### src/slcpa_pkg.sv
package slcpa_pkg;

  localparam logic [7:0] CH_NUL   = 8'h00;
  localparam logic [7:0] CH_DOT   = 8'h2E;
  localparam logic [7:0] CH_SLASH = 8'h2F;

  localparam logic [3:0] FLG_CONTINUE = 4'h1;
  localparam logic [3:0] FLG_CURRENT  = 4'h2;
  localparam logic [3:0] FLG_PARENT   = 4'h4;
  localparam logic [3:0] FLG_ROOT     = 4'h8;

  localparam int MAX_RES = 3;

  typedef enum logic [2:0] {
    PH_FLAGS = 3'b001,
    PH_LEN   = 3'b010,
    PH_DATA  = 3'b100
  } phase_t;

  typedef struct packed {
    logic [7:0] path_char;
    logic       path_end;
    logic       malformed;
  } res_t;

  typedef struct packed {
    logic [1:0]                cnt;
    res_t [MAX_RES-1:0]        item;
  } push_t;

endpackage

### src/slcpa_decode.sv
module slcpa_decode (
  input  logic                clk,
  input  logic                rst_n,
  input  logic                acc,
  input  logic [7:0]          comp_byte,
  input  logic                area_end,
  output slcpa_pkg::push_t    push
);

  slcpa_pkg::phase_t phase_r, phase_nxt;
  logic [3:0]        flags_r, flags_nxt;
  logic [7:0]        left_r, left_nxt;

  logic [1:0]        n;
  logic [7:0]        left_dec;
  logic              do_finish;
  logic              do_bad;
  slcpa_pkg::res_t [slcpa_pkg::MAX_RES-1:0] item;

  always_comb begin
    phase_nxt = phase_r;
    flags_nxt = flags_r;
    left_nxt  = left_r;
    n         = 2'd0;
    item      = '0;
    do_finish = 1'b0;
    do_bad    = 1'b0;
    left_dec  = left_r - 8'd1;
    if (acc) begin
      unique case (phase_r)
        slcpa_pkg::PH_LEN: begin
          if ((comp_byte != 8'd0) && area_end) begin
            do_bad = 1'b1;
          end else begin
            if ((flags_r & slcpa_pkg::FLG_ROOT) != 4'd0) begin
              n = 2'd0;
            end else if ((flags_r & slcpa_pkg::FLG_CURRENT) != 4'd0) begin
              item[0] = '{path_char: slcpa_pkg::CH_DOT, path_end: 1'b0, malformed: 1'b0};
              n = 2'd1;
            end else if ((flags_r & slcpa_pkg::FLG_PARENT) != 4'd0) begin
              item[0] = '{path_char: slcpa_pkg::CH_DOT, path_end: 1'b0, malformed: 1'b0};
              item[1] = '{path_char: slcpa_pkg::CH_DOT, path_end: 1'b0, malformed: 1'b0};
              n = 2'd2;
            end
            if (comp_byte == 8'd0) begin
              do_finish = 1'b1;
            end else begin
              left_nxt  = comp_byte;
              phase_nxt = slcpa_pkg::PH_DATA;
            end
          end
        end
        slcpa_pkg::PH_DATA: begin
          if ((flags_r & (slcpa_pkg::FLG_ROOT | slcpa_pkg::FLG_CURRENT |
                          slcpa_pkg::FLG_PARENT)) == 4'd0) begin
            item[0] = '{path_char: comp_byte, path_end: 1'b0, malformed: 1'b0};
            n = 2'd1;
          end
          left_nxt = left_dec;
          if (left_dec == 8'd0) begin
            do_finish = 1'b1;
          end else if (area_end) begin
            do_bad = 1'b1;
          end
        end
        default: begin
          flags_nxt = comp_byte[3:0];
          left_nxt  = 8'd0;
          if (area_end) begin
            do_bad = 1'b1;
          end else begin
            phase_nxt = slcpa_pkg::PH_LEN;
          end
        end
      endcase

      if (do_bad) begin
        item[n] = '{path_char: slcpa_pkg::CH_NUL, path_end: 1'b1, malformed: 1'b1};
        n = n + 2'd1;
      end else if (do_finish) begin
        if (area_end) begin
          item[n] = '{path_char: slcpa_pkg::CH_NUL, path_end: 1'b1, malformed: 1'b0};
          n = n + 2'd1;
        end else if ((flags_r & slcpa_pkg::FLG_CONTINUE) == 4'd0) begin
          item[n] = '{path_char: slcpa_pkg::CH_SLASH, path_end: 1'b0, malformed: 1'b0};
          n = n + 2'd1;
        end
      end
      if (do_bad || do_finish) begin
        phase_nxt = slcpa_pkg::PH_FLAGS;
        flags_nxt = 4'd0;
        left_nxt  = 8'd0;
      end
    end
  end

  always_ff @(posedge clk) begin
    if (!rst_n) begin
      phase_r <= slcpa_pkg::PH_FLAGS;
      flags_r <= 4'd0;
      left_r  <= 8'd0;
    end else begin
      phase_r <= phase_nxt;
      flags_r <= flags_nxt;
      left_r  <= left_nxt;
    end
  end

  assign push.cnt  = n;
  assign push.item = item;

  // data phase always has bytes outstanding
  a_data_left: assert property (@(posedge clk) disable iff (!rst_n)
    phase_r == slcpa_pkg::PH_DATA |-> left_r != 8'd0)
    else $error("data phase with zero bytes left");

  // a malformed mark only rides on a terminator
  a_bad_on_end: assert property (@(posedge clk) disable iff (!rst_n)
    (!item[0].malformed || item[0].path_end) && (!item[1].malformed || item[1].path_end) &&
    (!item[2].malformed || item[2].path_end))
    else $error("malformed without path_end");

  // a terminator returns the parser to its reset state
  a_end_clears: assert property (@(posedge clk) disable iff (!rst_n)
    acc && (item[0].path_end || item[1].path_end || item[2].path_end)
    |=> phase_r == slcpa_pkg::PH_FLAGS && flags_r == 4'd0 && left_r == 8'd0)
    else $error("state not cleared after terminator");

endmodule

### src/slcpa_rbuf.sv
module slcpa_rbuf #(
  parameter int DEPTH = 8
) (
  input  logic             clk,
  input  logic             rst_n,
  input  slcpa_pkg::push_t push,
  output logic             room,
  output logic             out_valid,
  input  logic             out_stall,
  output slcpa_pkg::res_t  out_item
);

  localparam int PW = $clog2(DEPTH);
  localparam int CW = $clog2(DEPTH + 1);

  slcpa_pkg::res_t mem_r [DEPTH];
  logic [PW-1:0]   wr_ptr_r, wr_ptr_nxt;
  logic [PW-1:0]   rd_ptr_r, rd_ptr_nxt;
  logic [CW-1:0]   count_r, count_nxt;
  logic [PW-1:0]   wp [slcpa_pkg::MAX_RES+1];
  logic            pop;

  function automatic logic [PW-1:0] ptr_inc(input logic [PW-1:0] p);
    ptr_inc = (p == PW'(DEPTH - 1)) ? '0 : p + 1'b1;
  endfunction

  always_comb begin
    wp[0] = wr_ptr_r;
    for (int i = 1; i <= slcpa_pkg::MAX_RES; i++) begin
      wp[i] = ptr_inc(wp[i-1]);
    end
  end

  assign pop        = out_valid && !out_stall;
  assign out_valid  = count_r != '0;
  assign out_item   = mem_r[rd_ptr_r];
  assign room       = count_r <= CW'(DEPTH - slcpa_pkg::MAX_RES);
  assign rd_ptr_nxt = pop ? ptr_inc(rd_ptr_r) : rd_ptr_r;
  assign count_nxt  = count_r + CW'(push.cnt) - CW'(pop);

  always_comb begin
    unique case (push.cnt)
      2'd1:    wr_ptr_nxt = wp[1];
      2'd2:    wr_ptr_nxt = wp[2];
      2'd3:    wr_ptr_nxt = wp[3];
      default: wr_ptr_nxt = wp[0];
    endcase
  end

  always_ff @(posedge clk) begin
    for (int i = 0; i < slcpa_pkg::MAX_RES; i++) begin
      if (2'(i) < push.cnt) begin
        mem_r[wp[i]] <= push.item[i];
      end
    end
  end

  always_ff @(posedge clk) begin
    if (!rst_n) begin
      wr_ptr_r <= '0;
      rd_ptr_r <= '0;
      count_r  <= '0;
    end else begin
      wr_ptr_r <= wr_ptr_nxt;
      rd_ptr_r <= rd_ptr_nxt;
      count_r  <= count_nxt;
    end
  end

  a_no_overflow: assert property (@(posedge clk) disable iff (!rst_n)
    push.cnt != 2'd0 |-> (count_r + CW'(push.cnt)) <= CW'(DEPTH))
    else $error("result buffer overflow");

  a_count_bound: assert property (@(posedge clk) disable iff (!rst_n)
    count_r <= CW'(DEPTH))
    else $error("result count out of range");

  a_count_track: assert property (@(posedge clk) disable iff (!rst_n)
    1'b1 |=> count_r == $past(count_r) + CW'($past(push.cnt)) - CW'($past(pop)))
    else $error("result count mismatch");

endmodule

### src/symlink_component_path_assembler.sv
// Rock Ridge symlink component decoder.
// Input channel (in_valid / in_stall): one byte of the SL component area per
// request, in_area_end high on the final byte of the area.
// Output channel (out_valid / out_stall): one path character per request;
// the path closes with a NUL carrying out_path_end, and out_malformed is set
// on that NUL when the area stopped inside a component.
// Results of a byte are registered when it is accepted and, in an empty buffer,
// show the cycle after; they leave in order, one per cycle unless stalled.
// Throughput: one input byte per cycle while the result buffer holds no more
// than RBUF_DEPTH-3 entries; one byte makes up to three results, so a run of
// such bytes is paced by the single-result output port.
// When the receiver stalls, results collect in the RBUF_DEPTH-entry buffer
// and in_stall rises once fewer than three slots are free.
// Reset clears the parser to expect a flags byte and empties the buffer.
// After every terminator the parser also returns to that state.
module symlink_component_path_assembler #(
  parameter int RBUF_DEPTH = 8
) (
  input  logic       clk,
  input  logic       rst_n,
  input  logic       in_valid,
  output logic       in_stall,
  input  logic [7:0] in_comp_byte,
  input  logic       in_area_end,
  output logic       out_valid,
  input  logic       out_stall,
  output logic [7:0] out_path_char,
  output logic       out_path_end,
  output logic       out_malformed
);

  slcpa_pkg::push_t push;
  slcpa_pkg::res_t  out_item;
  logic             room;
  logic             acc;

  assign in_stall = !room;
  assign acc      = in_valid && room;

  slcpa_decode u_decode (
    .clk       (clk),
    .rst_n     (rst_n),
    .acc       (acc),
    .comp_byte (in_comp_byte),
    .area_end  (in_area_end),
    .push      (push)
  );

  slcpa_rbuf #(
    .DEPTH (RBUF_DEPTH)
  ) u_rbuf (
    .clk       (clk),
    .rst_n     (rst_n),
    .push      (push),
    .room      (room),
    .out_valid (out_valid),
    .out_stall (out_stall),
    .out_item  (out_item)
  );

  assign out_path_char = out_item.path_char;
  assign out_path_end  = out_item.path_end;
  assign out_malformed = out_item.malformed;

endmodule
### config.mk
export PLATFORM = sky130hd
export DESIGN_NAME = symlink_component_path_assembler
export DESIGN_NICKNAME = d
export VERILOG_FILES = /design/src/slcpa_pkg.sv /design/src/slcpa_decode.sv /design/src/slcpa_rbuf.sv /design/src/symlink_component_path_assembler.sv
export SDC_FILE = /design/constraint.sdc
export NUM_CORES = 1
export LEC_CHECK = 0
export BUFFER_PORTS_ARGS = -buffer_cell sky130_fd_sc_hd__buf_2
export CORE_ASPECT_RATIO = 0.8
export CORE_MARGIN = 2
export CORE_UTILIZATION = 55
export CTS_BUF_LIST = sky130_fd_sc_hd__clkbuf_8
export CTS_CLUSTER_SIZE = 25
export DETAILED_ROUTE_END_ITERATION = 7
export GPL_ROUTABILITY_DRIVEN = 0
export GPL_TIMING_DRIVEN = 0
export PLACE_DENSITY = 0.71
export SKIP_CTS_REPAIR_TIMING = 1
export SLEW_MARGIN = 10
export SYNTH_ARGS = -nofsm -noshare
export SYNTH_HDL_FRONTEND = slang
export SYNTH_SLANG_ARGS = --single-unit
export TNS_END_PERCENT = 30
### constraint.sdc
create_clock -name clk -period 4.3 [get_ports clk]
set_input_delay 0 -clock clk [delete_from_list [all_inputs] [get_ports clk]]
set_output_delay 0 -clock clk [all_outputs]
set_load 0.005 [all_outputs]
---- Yosys cells after proc, flatten, opt, wreduce, memory -nomap -nowiden ----
Memory sizes are Yosys's and may differ from the RTL's. A register that Yosys moved wholly into a read port is not among the register bits.
Cells that the tools add are included.
operators by class
  $add $sub $neg .......................... 8
  multiply operators ...................... 0
  div/mod/pow operators ................... 0
  magnitude comparators ................... 6
  eq/ne operators ......................... 14
  shifts and indexed selects .............. 0
  multiplexer cells ....................... 63
  bitwise operators ....................... 9
  reductions and logical operators ........ 18
operator list
  operator             count
  $mux 30              5
  $mux 10              6
  $mux 20              2
  $mux 8               4
  $mux 3               10
  $and 18x27->27       1
  $not 27->27          1
  $and 16x24->24       1
  $not 24->24          1
  $demux 10 s2         1
  $mux 2               10
  $pmux 10 s2          1
  $mux 18              1
  $logic_not 8->1      2
  $pmux 8 s2           1
  $and 10x15->15       1
  $eq 3x3->1 const B   5
  $mux 1               15
  $not 15->15          1
  $or 10x15->15        1
  $add 3x1->3 const B  4
  $pmux 3 s3           1
  $logic_not 4->1      2
  $mux 4               2
  30 further kinds     39
word-level totals
  flip-flop bits (word level) ............. 25
  bits in latches ......................... 0
  memory bits (writable) .................. 80
  memory bits (read-only) ................. 0
  input port bits ......................... 13
  memories kept ........................... 1
memory list
  name          words  width  rd ports  clocked after Yosys merged registers in  wr ports  line              text
  u_rbuf.mem_r  8      10     1         1                                        3         slcpa_rbuf.sv:16  slcpa_pkg::res_t mem_r [DEPTH];

---- Logic depth before layout (Yosys ltp) ----
Gate-level depths: netlist of run 1.
  depth after elaboration ................. 17
  gate-level depth with buffers ........... 17
  mapped depth without buffers ............ 15

---- Hierarchy ----
From an unflattened synthesis of run 1, not the netlist that was laid out.
unflattened totals
  cell total of the unflattened synthesis .. 825
  area total of the unflattened synthesis .. 7392.1 um2
modules (own cells, without submodules)
  module                            times used  cells an instance  area an instance (um2)  sequential area each (um2)
  slcpa_rbuf                        1           646                5983.2                  2662.6
  slcpa_decode                      1           177                1398.8                  300.3
  symlink_component_path_assembler  1           2                  10.0                    0.0

---- Worst setup path after synthesis of run 1 ----
OpenSTA, ideal clock, no wires.
  path kind ............................... register -> register
  from .................................... reg u_decode.left_r[0]
  to ...................................... reg u_rbuf.count_r[3]
  arrival ................................. 3.620 ns
  path slack .............................. 0.565 ns
  stages on the path, launching flop included .. 18
  path buffers ............................ 2
  cells stage by stage .................... dfxtp_1 > inv_1 > ha_1 > buf_2 > or4b_1 > or4b_1 > a311oi_2 > or2_1 > buf_6 > mux2_4 > inv_4 > ha_1 > inv_1 > ha_1 > a21o_1 > a21oi_1 > xor2_1 > and2_1
on the way
  word-level cells in the longest chain between the ends .. 10
  elaborated cells between the ends (all ways) .. 13
  classes of those cells .................. add/sub: 3; mux: 9; reduce/logical: 1
ends and longest elaborated chain
  item                    line                 text
  from (decl)             slcpa_decode.sv:12   logic [7:0] left_r, left_nxt;
  from (signal assigned)  slcpa_decode.sv:105  left_r <= left_nxt;
  $sub 8x1->8 *           slcpa_decode.sv:28   left_dec = left_r - 8'd1;
  $logic_not 8->1 *       slcpa_decode.sv:60   if (left_dec == 8'd0) begin
  $mux 1                  slcpa_decode.sv:60
  $pmux 1 s2              slcpa_decode.sv:30   unique case (phase_r)
  $mux 1                  slcpa_decode.sv:29   if (acc) begin
  $mux 2                  slcpa_decode.sv:80   end else if (do_finish) begin
  $mux 2 *                slcpa_decode.sv:77   if (do_bad) begin
  $mux 2 *                slcpa_decode.sv:29
  $add 4x2->4 *           slcpa_rbuf.sv:39     assign count_nxt = count_r + CW'(push.cnt) - CW'(pop);
  $sub 4x1->4 *           slcpa_rbuf.sv:39
  to (signal assigned)    slcpa_rbuf.sv:66     count_r <= count_nxt;
  to (decl)               slcpa_rbuf.sv:19     logic [CW-1:0] count_r, count_nxt;
Mark *: on every way between the ends. The rest lies on a longest branch, timed or not. The select of a mux whose other input is x is not followed.
A chain may end at the register's enable or synchronous reset.

---- Final worst setup path of run 1 ----
  from .................................... reg u_decode.left_r[1]
  to ...................................... reg u_rbuf.count_r[3]
The elaborated chain is that of the path after synthesis.

==> run_results.csv, run 1 <==
group,metric,value,unit
setup_path,crit_chain,"inv_1, ha_1, buf_2, or4b_1, or4b_1, a311oi_2, or2_1, buf_6, mux2_4, inv_6, ha_1, inv_1, ha_1, a21o_1, a21oi_2, xor2_1, and2_1",
clock_network,cts_made_buffers,9,
power_and_ir_drop,switching_share,33.2,%
yosys,synth.distinct_cells,75,
sta,finalClockSkew,0.0125,ns
outcome,status,"finished, violations left",
drt,via_count,5025,
clock_network,cts_tree,"yes",
clock_network,clock_path_buffers,2,
power_and_ir_drop,seq_power_share,43.0,%
setup_path,cp-end-kind,"flop",
sta,tns,0,ns
grt,grt_overflow,0,
grt,grt_pass1_vias,4861,
grt,antenna_found_initial,0,
yosys,postSynth.asyncResetShare,0,%
drt,drtPass1Iterations,6,
yosys,yosys_most_used_dff,"edfxtp_1",
setup_path,critical_path.max_stage_delay,0.52,ns
setup_path,cp_max_fo,8,
setup_path,r2r-end,"u_rbuf.count_r[3]",
drt,antenna_left,0,
worst_hold_path,hp-class,"primary input to flop",
yosys,synth_cells,605,
sta,drv_slew,0,
grt,grt_pass1_wl,25.9,mm
setup_path,crit_slowest_cell,"or4b_1",
setup_path,cp.arrival,4.40,ns
outcome,violations,"negative hold slack",
die,initial_utilization,57.0,%
yosys,synth-edff-count,56,
cells_and_area,nFillCells,903,
die,die_w,123,um
yosys,synth_area_per_cell,10.3,um2
placement,dp_hpwl,12.3,mm
die,rows,34,
cells_and_area,diodes,0,
drt,wl,16.1,mm
cells_and_area,final_cells,794,
power_and_ir_drop,power.density,415,mW/mm2
sta,setup-violations-final,0,
clock_network,htreeDepth,3,
placement,dp_cells,772,
sta,period_minus_slack,4.07,ns
clock_network,clk_pin_slew,0.10,ns
placement,portBuffers,23,
sta,tightest_slew,1.13,ns
yosys,syn_area,0.00626,mm2
drt,vias_per_cell,6.33,
setup_path,critPathBufInv,5,
drt,avgRoutedWirePerCell,20.3,um
setup_path,r2r_start,"u_decode.left_r[1]",
cells_and_area,seqCellArea,0.00272,mm2
die,die_y,99.4,um
yosys,synth_seq_cells,108,
sta,hold_viol,2,
power_and_ir_drop,p_comb_share,32.3,%
power_and_ir_drop,p_leak,2.72,nW
sta,relSlewSlack,23.6,%
cells_and_area,multiInputGateArea,0.00330,mm2
clock_network,clock-sinks,108,
power_and_ir_drop,p_int,0.00190,W
drt,drc,0,
sta,whs,-0.0147,ns
sta,max_freq,0.246,GHz
die,fp.dieArea,0.0123,mm2
setup_path,start_kind,"flop",
sta,final.period_utilization,94.7,%
cells_and_area,nets,677,
setup_path,reg2regPathDepth,17,
sta,rsz0062_at_grt,"no",
die,core_region_area,0.0110,mm2
setup_path,cp_data_required_time,4.63,ns
grt,grt_max_degree,20,
setup_path,critical_path_class,"flop to flop",
setup_path,crit_family,"simple AND/OR/NAND/NOR gates",
setup_path,r2r_slack,0.23,ns
yosys,synth_nets,637,
setup_path,cp_num_cells,17,
setup_path,endpoint,"u_rbuf.count_r[3]",
setup_path,critical_path.startpoint,"u_decode.left_r[1]",
clock_network,clock_tree.root_cell,"clkbuf_8",
power_and_ir_drop,p_switching,0.000943,W
yosys,ys_warn_count,0,
drt,dr.first_iter.drc_count,569,
clock_network,clk_latency,0.38,ns
cells_and_area,drive_gt1_share,16.8,%
yosys,yosysSeqAreaShare,43.5,%
power_and_ir_drop,ir_drop,0.225,mV
setup_path,cp_common_cell,"ha_1",
cells_and_area,areaGrowthSynthToFinish,9.46,%
grt,grt_use_total,28.0,%
power_and_ir_drop,power_frac_clock,24.7,%
cells_and_area,final_util,62.4,%
run,max_cap_viol_count,0,
die,ioPinCount,25,
-- state kept, by name, summed over array words and instances, names as in the netlist, named ones only --
register	count
u_decode.flags_r	4
u_decode.left_r	8
u_decode.phase_r	3
u_rbuf.count_r	4
u_rbuf.mem_r	80
u_rbuf.rd_ptr_r	3
u_rbuf.wr_ptr_r	3
-- metal layers --
| layer | GRT usage [%] | wire length, um | up-vias |
|---|---|---|---|
| met5 | 0 | 0 | - |
| met4 | 6.64 | 299 | 0 |
| met3 | 6.19 | 1310 | 32 |
| met2 | 42.3 | 7180 | 236 |
| met1 | 41.1 | 7310 | 2415 |
| li1 | - | - | 2342 |
-- layout make-up --
class	instances	share of cell area (%)
plain buffers	35	2.32
multi-input cells	441	48.2
clock inverters	7	1.48
well taps	144	2.63
inverters	21	1.22
flip-flops and latches	108	39.8
clock buffers	9	1.81
repair buffers	29	2.56
-- per-stage QoR --
stage | hold slack [ns] | cell area (um2) | power [W] | worst slack [ns]
final | -0.0147 | 6850 | 0.00284 | 0.227
after global routing | 0.0211 | 6850 | 0.00300 | 0.00760
after CTS | -0.126 | 6780 | 0.00284 | 0.101
after detailed placement | 0.289 | 6550 | 0.00214 | 0.135
after global placement | 0.282 | 6550 | 0.00210 | 0.210
after floorplan | 0.139 | 6260 | 0.00191 | 0.565
-- Yosys cell counts, types with 3 or more instances --
cell / n / share of area (%)
nor2_1: 62 / 3.7
edfxtp_1: 56 / 27
dfxtp_1: 52 / 17
nand2_1: 41 / 2.5
mux2i_1: 39 / 6.2
o21ai_0: 36 / 2.9
a21oi_1: 28 / 2.2
clkbuf_1: 22 / 1.3
mux4_2: 20 / 7.2
ha_1: 18 / 3.6
inv_1: 18 / 1.1
and2_1: 13 / 1.3
nand3_1: 13 / 1.0
buf_2: 10 / 0.80
mux2_2: 10 / 1.8
a31oi_1: 9 / 0.90
a21o_1: 8 / 0.96
a22oi_1: 8 / 0.96
and3_1: 8 / 0.80
nor3_1: 8 / 0.64
nor3b_1: 8 / 0.96
a211oi_1: 6 / 0.72
and4_1: 6 / 0.84
xnor2_1: 6 / 0.84
nand2b_1: 5 / 0.50
nand4_1: 5 / 0.50
nor4_1: 5 / 0.50
o21a_1: 5 / 0.60
or3_1: 5 / 0.50
a21boi_0: 4 / 0.48
nor2b_1: 4 / 0.40
or2_2: 4 / 0.40
xor2_1: 4 / 0.56
a2bb2oi_1: 3 / 0.42
a311oi_2: 3 / 0.72
nand3_2: 3 / 0.48
-- how the worst min path moves through the flow --
stage,from,slack [ns],cells after the start,endpoint
6_report,in_comp_byte[5],-0.01,3,u_decode.left_r[5]
5_1_grt,in_comp_byte[5],0.02,3,u_decode.left_r[5]
4_1_cts,in_comp_byte[6],-0.13,3,u_decode.left_r[6]
3_5_place_dp,in_comp_byte[6],0.29,3,u_decode.left_r[6]
3_3_place_gp,in_comp_byte[6],0.28,3,u_decode.left_r[6]
2_1_floorplan,in_comp_byte[6],0.14,2,u_decode.left_r[6]
-- placed cells by master (no fill, tap or decap), types with 4 or more instances in the layout --
master,instances
o21ai_0,36
or2_2,4
nand2_1,41
a211oi_1,6
edfxtp_1,56
nor4_1,5
nor2b_1,4
inv_1,19
nand3_1,13
clkbuf_8,9
and4_1,6
o21a_1,5
nor2_1,62
a31oi_1,9
or3_1,5
buf_2,33
clkbuf_1,22
nor3_1,8
mux2i_1,38
a21boi_0,4
a21o_1,8
xor2_1,4
nand4_1,5
mux2_2,10
and3_1,8
a22oi_1,8
nand2b_1,5
and2_1,13
mux4_2,20
dfxtp_1,51
xnor2_1,6
dlygate4sd3_1,6
nor3b_1,8
ha_1,18
a21oi_1,27
-- worst reg2reg max path: stages (launching register included) --
cell and delay [ns]:
dfxtp_1 0.37, inv_1 0.10, ha_1 0.13, buf_2 0.20, or4b_1 0.46, or4b_1 0.52
a311oi_2 0.30, or2_1 0.17, buf_6 0.13, mux2_4 0.35, inv_6 0.12, ha_1 0.28
inv_1 0.08, ha_1 0.22, a21o_1 0.19, a21oi_2 0.15, xor2_1 0.15, and2_1 0.13
-- cell families (layout without fill, tap and decap cells) --
| logic type | after synthesis | after routing | share of synthesized area [%] |
|---|---|---|---|
| and+or+nand+nor | 208 | 208 | 17.6 |
| AOI/OAI and AO/OA | 134 | 134 | 14.3 |
| DFF | 108 | 108 | 43.5 |
| muxes | 70 | 70 | 15.5 |
| buffers and inverters | 56 | 101 | 3.84 |
| adders and majority gates | 19 | 19 | 3.92 |
| xor gates and xnor gates | 10 | 10 | 1.40 |
-- power by group through the flow --
| stage | clock network, W | registers (W) | logic (W) |
|---|---|---|---|
| after detailed placement | 0 | 0.00124 | 0.000894 |
| final | 0.000702 | 0.00122 | 0.000918 |
| after global routing | 0.000748 | 0.00124 | 0.00102 |
| after floorplan | 0 | 0.00123 | 0.000680 |
| after CTS | 0.000711 | 0.00122 | 0.000903 |
| after global placement | 0 | 0.00124 | 0.000861 |
No activity file was read; power rests on OpenSTA's default activity.
==> run 2, diff against run 1 <==
--- a/config.mk
+++ b/config.mk
@@ -14,7 +14,7 @@
 export DETAILED_ROUTE_END_ITERATION = 7
 export GPL_ROUTABILITY_DRIVEN = 0
 export GPL_TIMING_DRIVEN = 0
-export PLACE_DENSITY = 0.71
+export PLACE_DENSITY_LB_ADDON = 0.1
 export SKIP_CTS_REPAIR_TIMING = 1
 export SLEW_MARGIN = 10
 export SYNTH_ARGS = -nofsm -noshare
==> run_results.csv, run 2 (same netlist as run 1, synthesis figures left out) <==
group,metric,value,unit
setup_path,reg2regPathDepth,17,
drt,dr.first_iter.drc_count,467,
grt,antenna_found_initial,0,
drt,vias_per_cell,6.32,
die,die_w,123,um
sta,final.period_utilization,95.9,%
setup_path,cp_common_cell,"ha_1",
drt,wl,16.2,mm
setup_path,cp_max_fo,8,
drt,antenna_left,0,
cells_and_area,multiInputGateArea,0.00331,mm2
worst_hold_path,whs_path_depth,3,
die,core_region_area,0.0110,mm2
grt,grt_use_total,27.5,%
power_and_ir_drop,seq_power_share,44.3,%
grt,met2_usage,41.0,%
clock_network,cts_tree,"yes",
cells_and_area,layout_commonest_cell,"nor2_1",
setup_path,cp-end-kind,"flop",
placement,dp_hpwl,12.2,mm
clock_network,cts_made_buffers,9,
sta,period_minus_slack,4.12,ns
clock_network,clk_latency,0.38,ns
power_and_ir_drop,power_frac_clock,22.8,%
setup_path,crit_slowest_cell,"or4b_1",
cells_and_area,final_cell_mix,"62 x nor2_1, 56 x edfxtp_1, 52 x dfxtp_1",
setup_path,start_kind,"flop",
power_and_ir_drop,p_switching,0.000958,W
grt,grt.busiest_layer,"met2",
sta,finalClockSkew,0.0112,ns
grt,grt_max_degree,21,
power_and_ir_drop,power.density,404,mW/mm2
die,fp.dieArea,0.0123,mm2
drt,avgRoutedWirePerCell,20.3,um
drt,drc,0,
sta,relSlewSlack,21.9,%
placement,portBuffers,23,
power_and_ir_drop,p_leak,2.72,nW
setup_path,critical_path_class,"flop to flop",
setup_path,cp_data_required_time,4.59,ns
outcome,status,"finished, violations left",
sta,whs,-0.00642,ns
cells_and_area,largest_register_ffs,80,
grt,grt_pass1_wl,25.4,mm
cells_and_area,drive_gt1_share,16.7,%
cells_and_area,nets,679,
grt,grt_overflow,0,
setup_path,critical_path.max_stage_delay,0.52,ns
sta,hold_viol,1,
setup_path,cp.arrival,4.42,ns
power_and_ir_drop,switching_share,34.6,%
cells_and_area,nFillCells,916,
outcome,violations,"negative hold slack",
power_and_ir_drop,p_int,0.00181,W
clock_network,clock_tree.root_cell,"clkbuf_8",
cells_and_area,areaGrowthSynthToFinish,9.36,%
clock_network,clock_path_buffers,2,
setup_path,crit_chain,"inv_1, ha_1, clkbuf_4, or4b_1, or4b_1, a311oi_2, or2_1, buf_6, mux2_4, inv_4, ha_1, inv_1, ha_1, a21o_1, a21oi_1, xor2_1, and2_1",
die,die_y,99.4,um
grt,grt_use_met3,6.54,%
drt,drtPass1Iterations,5,
power_and_ir_drop,p_comb_share,33.0,%
die,rows,34,
sta,tightest_slew,1.16,ns
grt,grt_pass1_vias,4749,
power_and_ir_drop,ir_drop,0.249,mV
drt,via_count,5028,
sta,max_freq,0.242,GHz
clock_network,clock-sinks,108,
sta,rsz0062_at_grt,"no",
worst_hold_path,hp-class,"primary input to flop",
run,max_cap_viol_count,0,
power_and_ir_drop,total_power,0.00277,W
sta,drv_slew,0,
die,ioPinCount,25,
sta,tns,0,ns
cells_and_area,seqCellArea,0.00272,mm2
clock_network,htreeDepth,3,
sta,setup-violations-final,0,
cells_and_area,diodes,0,
clock_network,clk_pin_slew,0.11,ns
grt,met1_usage,40.2,%
die,initial_utilization,57.0,%
## run 2: power by group through the flow
stage | clock network (W) | logic, W | registers, W
after global routing | 0.000668 | 0.00101 | 0.00123
final | 0.000631 | 0.000912 | 0.00123
after CTS | 0.000639 | 0.000902 | 0.00122
after detailed placement | 0 | 0.000895 | 0.00125
after global placement | 0 | 0.000859 | 0.00124
after floorplan | 0 | 0.000680 | 0.00123
## run 2: area by class of cell
type	instances	area share, %
sequential	108	39.8
clock inverter	6	0.878
multi-input combinational	441	48.3
buffer	35	2.36
tap	144	2.63
inverter	21	1.19
clock buffer	10	2.01
timing repair buffer	31	2.82
## run 2: worst max-delay path, delay by kind of cell, from the launching register on
kind	cells	cell delay (ns)
flip-flops	1	0.40
adder cells (fa/ha/maj)	3	0.64
XOR/XNOR	1	0.08
AND/OR/NAND/NOR	4	1.28
multiplexers	1	0.35
buffers and inverters	5	0.63
AO/OA/AOI/OAI	3	0.66
## run 2: worst paths after layout
check / start / to / slack (ns)
worst max-delay path: u_decode.left_r[0] / u_rbuf.count_r[3] / 0.18
worst max register to register: u_decode.left_r[0] / u_rbuf.count_r[3] / 0.18
worst min-delay path: in_comp_byte[4] / u_decode.left_r[4] / -0.006
worst min register to register: u_rbuf.mem_r[7][6] / u_rbuf.mem_r[7][6] / 0.51
## run 2: metrics by stage
stage	setup WS, ns	hold slack [ns]	util, %	cell area [um2]	std cells
floorplan	0.565	0.139	-	6260	605
global placement	0.212	0.280	59.7	6550	772
detailed placement	0.159	0.282	59.7	6550	772
CTS	0.117	-0.139	61.5	6750	788
global route	0.0182	0.0224	62.4	6840	796
finish	0.175	-0.00642	62.4	6840	796
## run 2: layer usage
metal  part of all wire (%)  routed length (um)
met5                      0                   0
met3                    9.5                1540
met2                     45                7230
met1                     44                7160
met4                    1.5                 249
==> run 3, diff against run 2 <==
--- a/config.mk
+++ b/config.mk
@@ -5,13 +5,13 @@
 export SDC_FILE = /design/constraint.sdc
 export NUM_CORES = 1
 export LEC_CHECK = 0
-export BUFFER_PORTS_ARGS = -buffer_cell sky130_fd_sc_hd__buf_2
 export CORE_ASPECT_RATIO = 0.8
 export CORE_MARGIN = 2
 export CORE_UTILIZATION = 55
 export CTS_BUF_LIST = sky130_fd_sc_hd__clkbuf_8
 export CTS_CLUSTER_SIZE = 25
 export DETAILED_ROUTE_END_ITERATION = 7
+export DONT_BUFFER_PORTS = 1
 export GPL_ROUTABILITY_DRIVEN = 0
 export GPL_TIMING_DRIVEN = 0
 export PLACE_DENSITY_LB_ADDON = 0.1
==> run_results.csv, run 3 (same netlist as run 1, synthesis figures left out) <==
group,metric,value,unit
outcome,status,"finished, violations left",
outcome,violations,"negative hold slack",
drt,avgRoutedWirePerCell,21.1,um
setup_path,critical_path_class,"flop to flop",
sta,relSlewSlack,29.5,%
grt,grt_use_total,28.1,%
grt,grt_overflow,0,
drt,drc,0,
die,rows,34,
cells_and_area,drive_gt1_share,13.3,%
grt,grt_pass1_wl,25.9,mm
cells_and_area,layout_commonest_cell,"nor2_1",
placement,dp_slack,0.213,ns
clock_network,cts_tree,"yes",
cells_and_area,final_util,61.2,%
grt,grt_max_degree,20,
cells_and_area,areaGrowthSynthToFinish,7.40,%
setup_path,cp.arrival,4.41,ns
sta,rsz0062_at_grt,"no",
die,initial_utilization,57.0,%
die,ioPinCount,25,
die,die_w,123,um
sta,hold_viol,2,
clock_network,htreeDepth,3,
sta,tns,0,ns
sta,max_freq,0.246,GHz
run,max_cap_viol_count,0,
power_and_ir_drop,ir_drop,0.222,mV
die,core_region_area,0.0110,mm2
setup_path,cp-end-kind,"flop",
drt,via_count,4917,
clock_network,clk_pin_slew,0.11,ns
cells_and_area,final_cells,774,
drt,vias_per_cell,6.35,
clock_network,clock-sinks,108,
clock_network,clk_latency,0.39,ns
cells_and_area,largest_register_ffs,80,
setup_path,critical_path.max_stage_delay,0.52,ns
placement,placed_cell_area,0.00644,mm2
clock_network,clock_tree.root_cell,"clkbuf_8",
sta,tightest_slew,1.05,ns
drt,antenna_left,0,
clock_network,clock_path_buffers,2,
power_and_ir_drop,p_leak,2.62,nW
drt,dr.first_iter.drc_count,623,
sta,finalClockSkew,0.00993,ns
setup_path,crit_slowest_cell,"or4b_1",
clock_network,cts_made_buffers,9,
cells_and_area,final_cell_mix,"62 x nor2_1, 56 x edfxtp_1, 52 x dfxtp_1",
placement,dp_cells,749,
die,fp.dieArea,0.0123,mm2
worst_hold_path,hp-class,"primary input to flop",
grt,antenna_found_initial,0,
sta,final.period_utilization,94.7,%
sta,period_minus_slack,4.07,ns
setup_path,cp_common_cell,"ha_1",
power_and_ir_drop,power.density,400,mW/mm2
drt,wl,16.3,mm
sta,setup_ws,0.227,ns
drt,drtPass1Iterations,7,
sta,whs,-0.0329,ns
cells_and_area,diodes,0,
sta,drv_slew,0,
setup_path,start_kind,"flop",
setup_path,cp_max_fo,8,
placement,portBuffers,0,
cells_and_area,nFillCells,906,
placement,dp_hpwl,12.3,mm
setup_path,cp_data_required_time,4.64,ns
cells_and_area,nets,657,
setup_path,crit_chain,"inv_1, ha_1, buf_2, or4b_1, or4b_1, a311oi_2, or2_1, buf_6, mux2_4, inv_4, ha_1, inv_1, ha_1, a21o_1, a21oi_1, xor2_1, and2_1",
die,die_y,99.4,um
sta,setup-violations-final,0,
cells_and_area,design_area,0.00672,mm2
grt,grt_pass1_vias,4838,
[run 3: cell count changes in the layout (fill, tap and decap cells not counted), sizes merged]
cell,previous run,this run
buf,36,13
clkbuf,33,31
inv,25,26
dlygate4sd3,7,9
[run 3: power by group]
group / switching, W / total, W / internal [W]
sequential: 0.0000658 / 0.00123 / 0.00116
combinational: 0.000497 / 0.000876 / 0.000379
clock: 0.000370 / 0.000590 / 0.000221
total: 0.000932 / 0.00269 / 0.00176
[run 3: critical path, delay by kind of cell, from the launching register on]
| family | cells | cell delay, ns |
|---|---|---|
| AO/OA/AOI/OAI | 3 | 0.63 |
| flip-flops | 1 | 0.39 |
| adder cells (fa/ha/maj) | 3 | 0.63 |
| XOR/XNOR | 1 | 0.16 |
| buffers and inverters | 5 | 0.62 |
| AND/OR/NAND/NOR | 4 | 1.25 |
| multiplexers | 1 | 0.34 |
[run 3: worst paths after layout]
kind	to	start	cells past startpoint	slack (ns)
worst max-delay path	u_rbuf.count_r[3]	u_decode.left_r[0]	17	0.23
worst min-delay path	u_decode.left_r[3]	in_comp_byte[3]	3	-0.03
worst max register to register	u_rbuf.count_r[3]	u_decode.left_r[0]	17	0.23
worst min register to register	u_rbuf.mem_r[3][8]	u_rbuf.mem_r[3][8]	2	0.50
[run 3: area by class of cell]
cell class,count,area [um2],share of cell area (%)
Inverter,21,81.3,1.21
Timing Repair Buffer,9,90.1,1.34
Clock buffer,9,124,1.84
Buffer,35,159,2.36
Clock inverter,7,56.3,0.838
Sequential cell,108,2720,40.5
Tap cell,144,180,2.68
Multi-Input combinational cell,441,3310,49.2
[run 3: per-layer routing]
metal	routed length (um)	vias to the layer above	global-route usage [%]
li1	-	2302	-
met1	7460	2389	41.7
met2	7310	203	41.8
met3	1340	23	5.62
met4	238	0	7.95
met5	0	-	0
[run 3: through the flow]
step	hold slack (ns)	power, W
6_report	-0.0329	0.00269
5_1_grt	0.00522	0.00285
4_1_cts	-0.271	0.00269
3_5_place_dp	0.147	0.00210
3_3_place_gp	0.146	0.00206
2_1_floorplan	0.139	0.00191
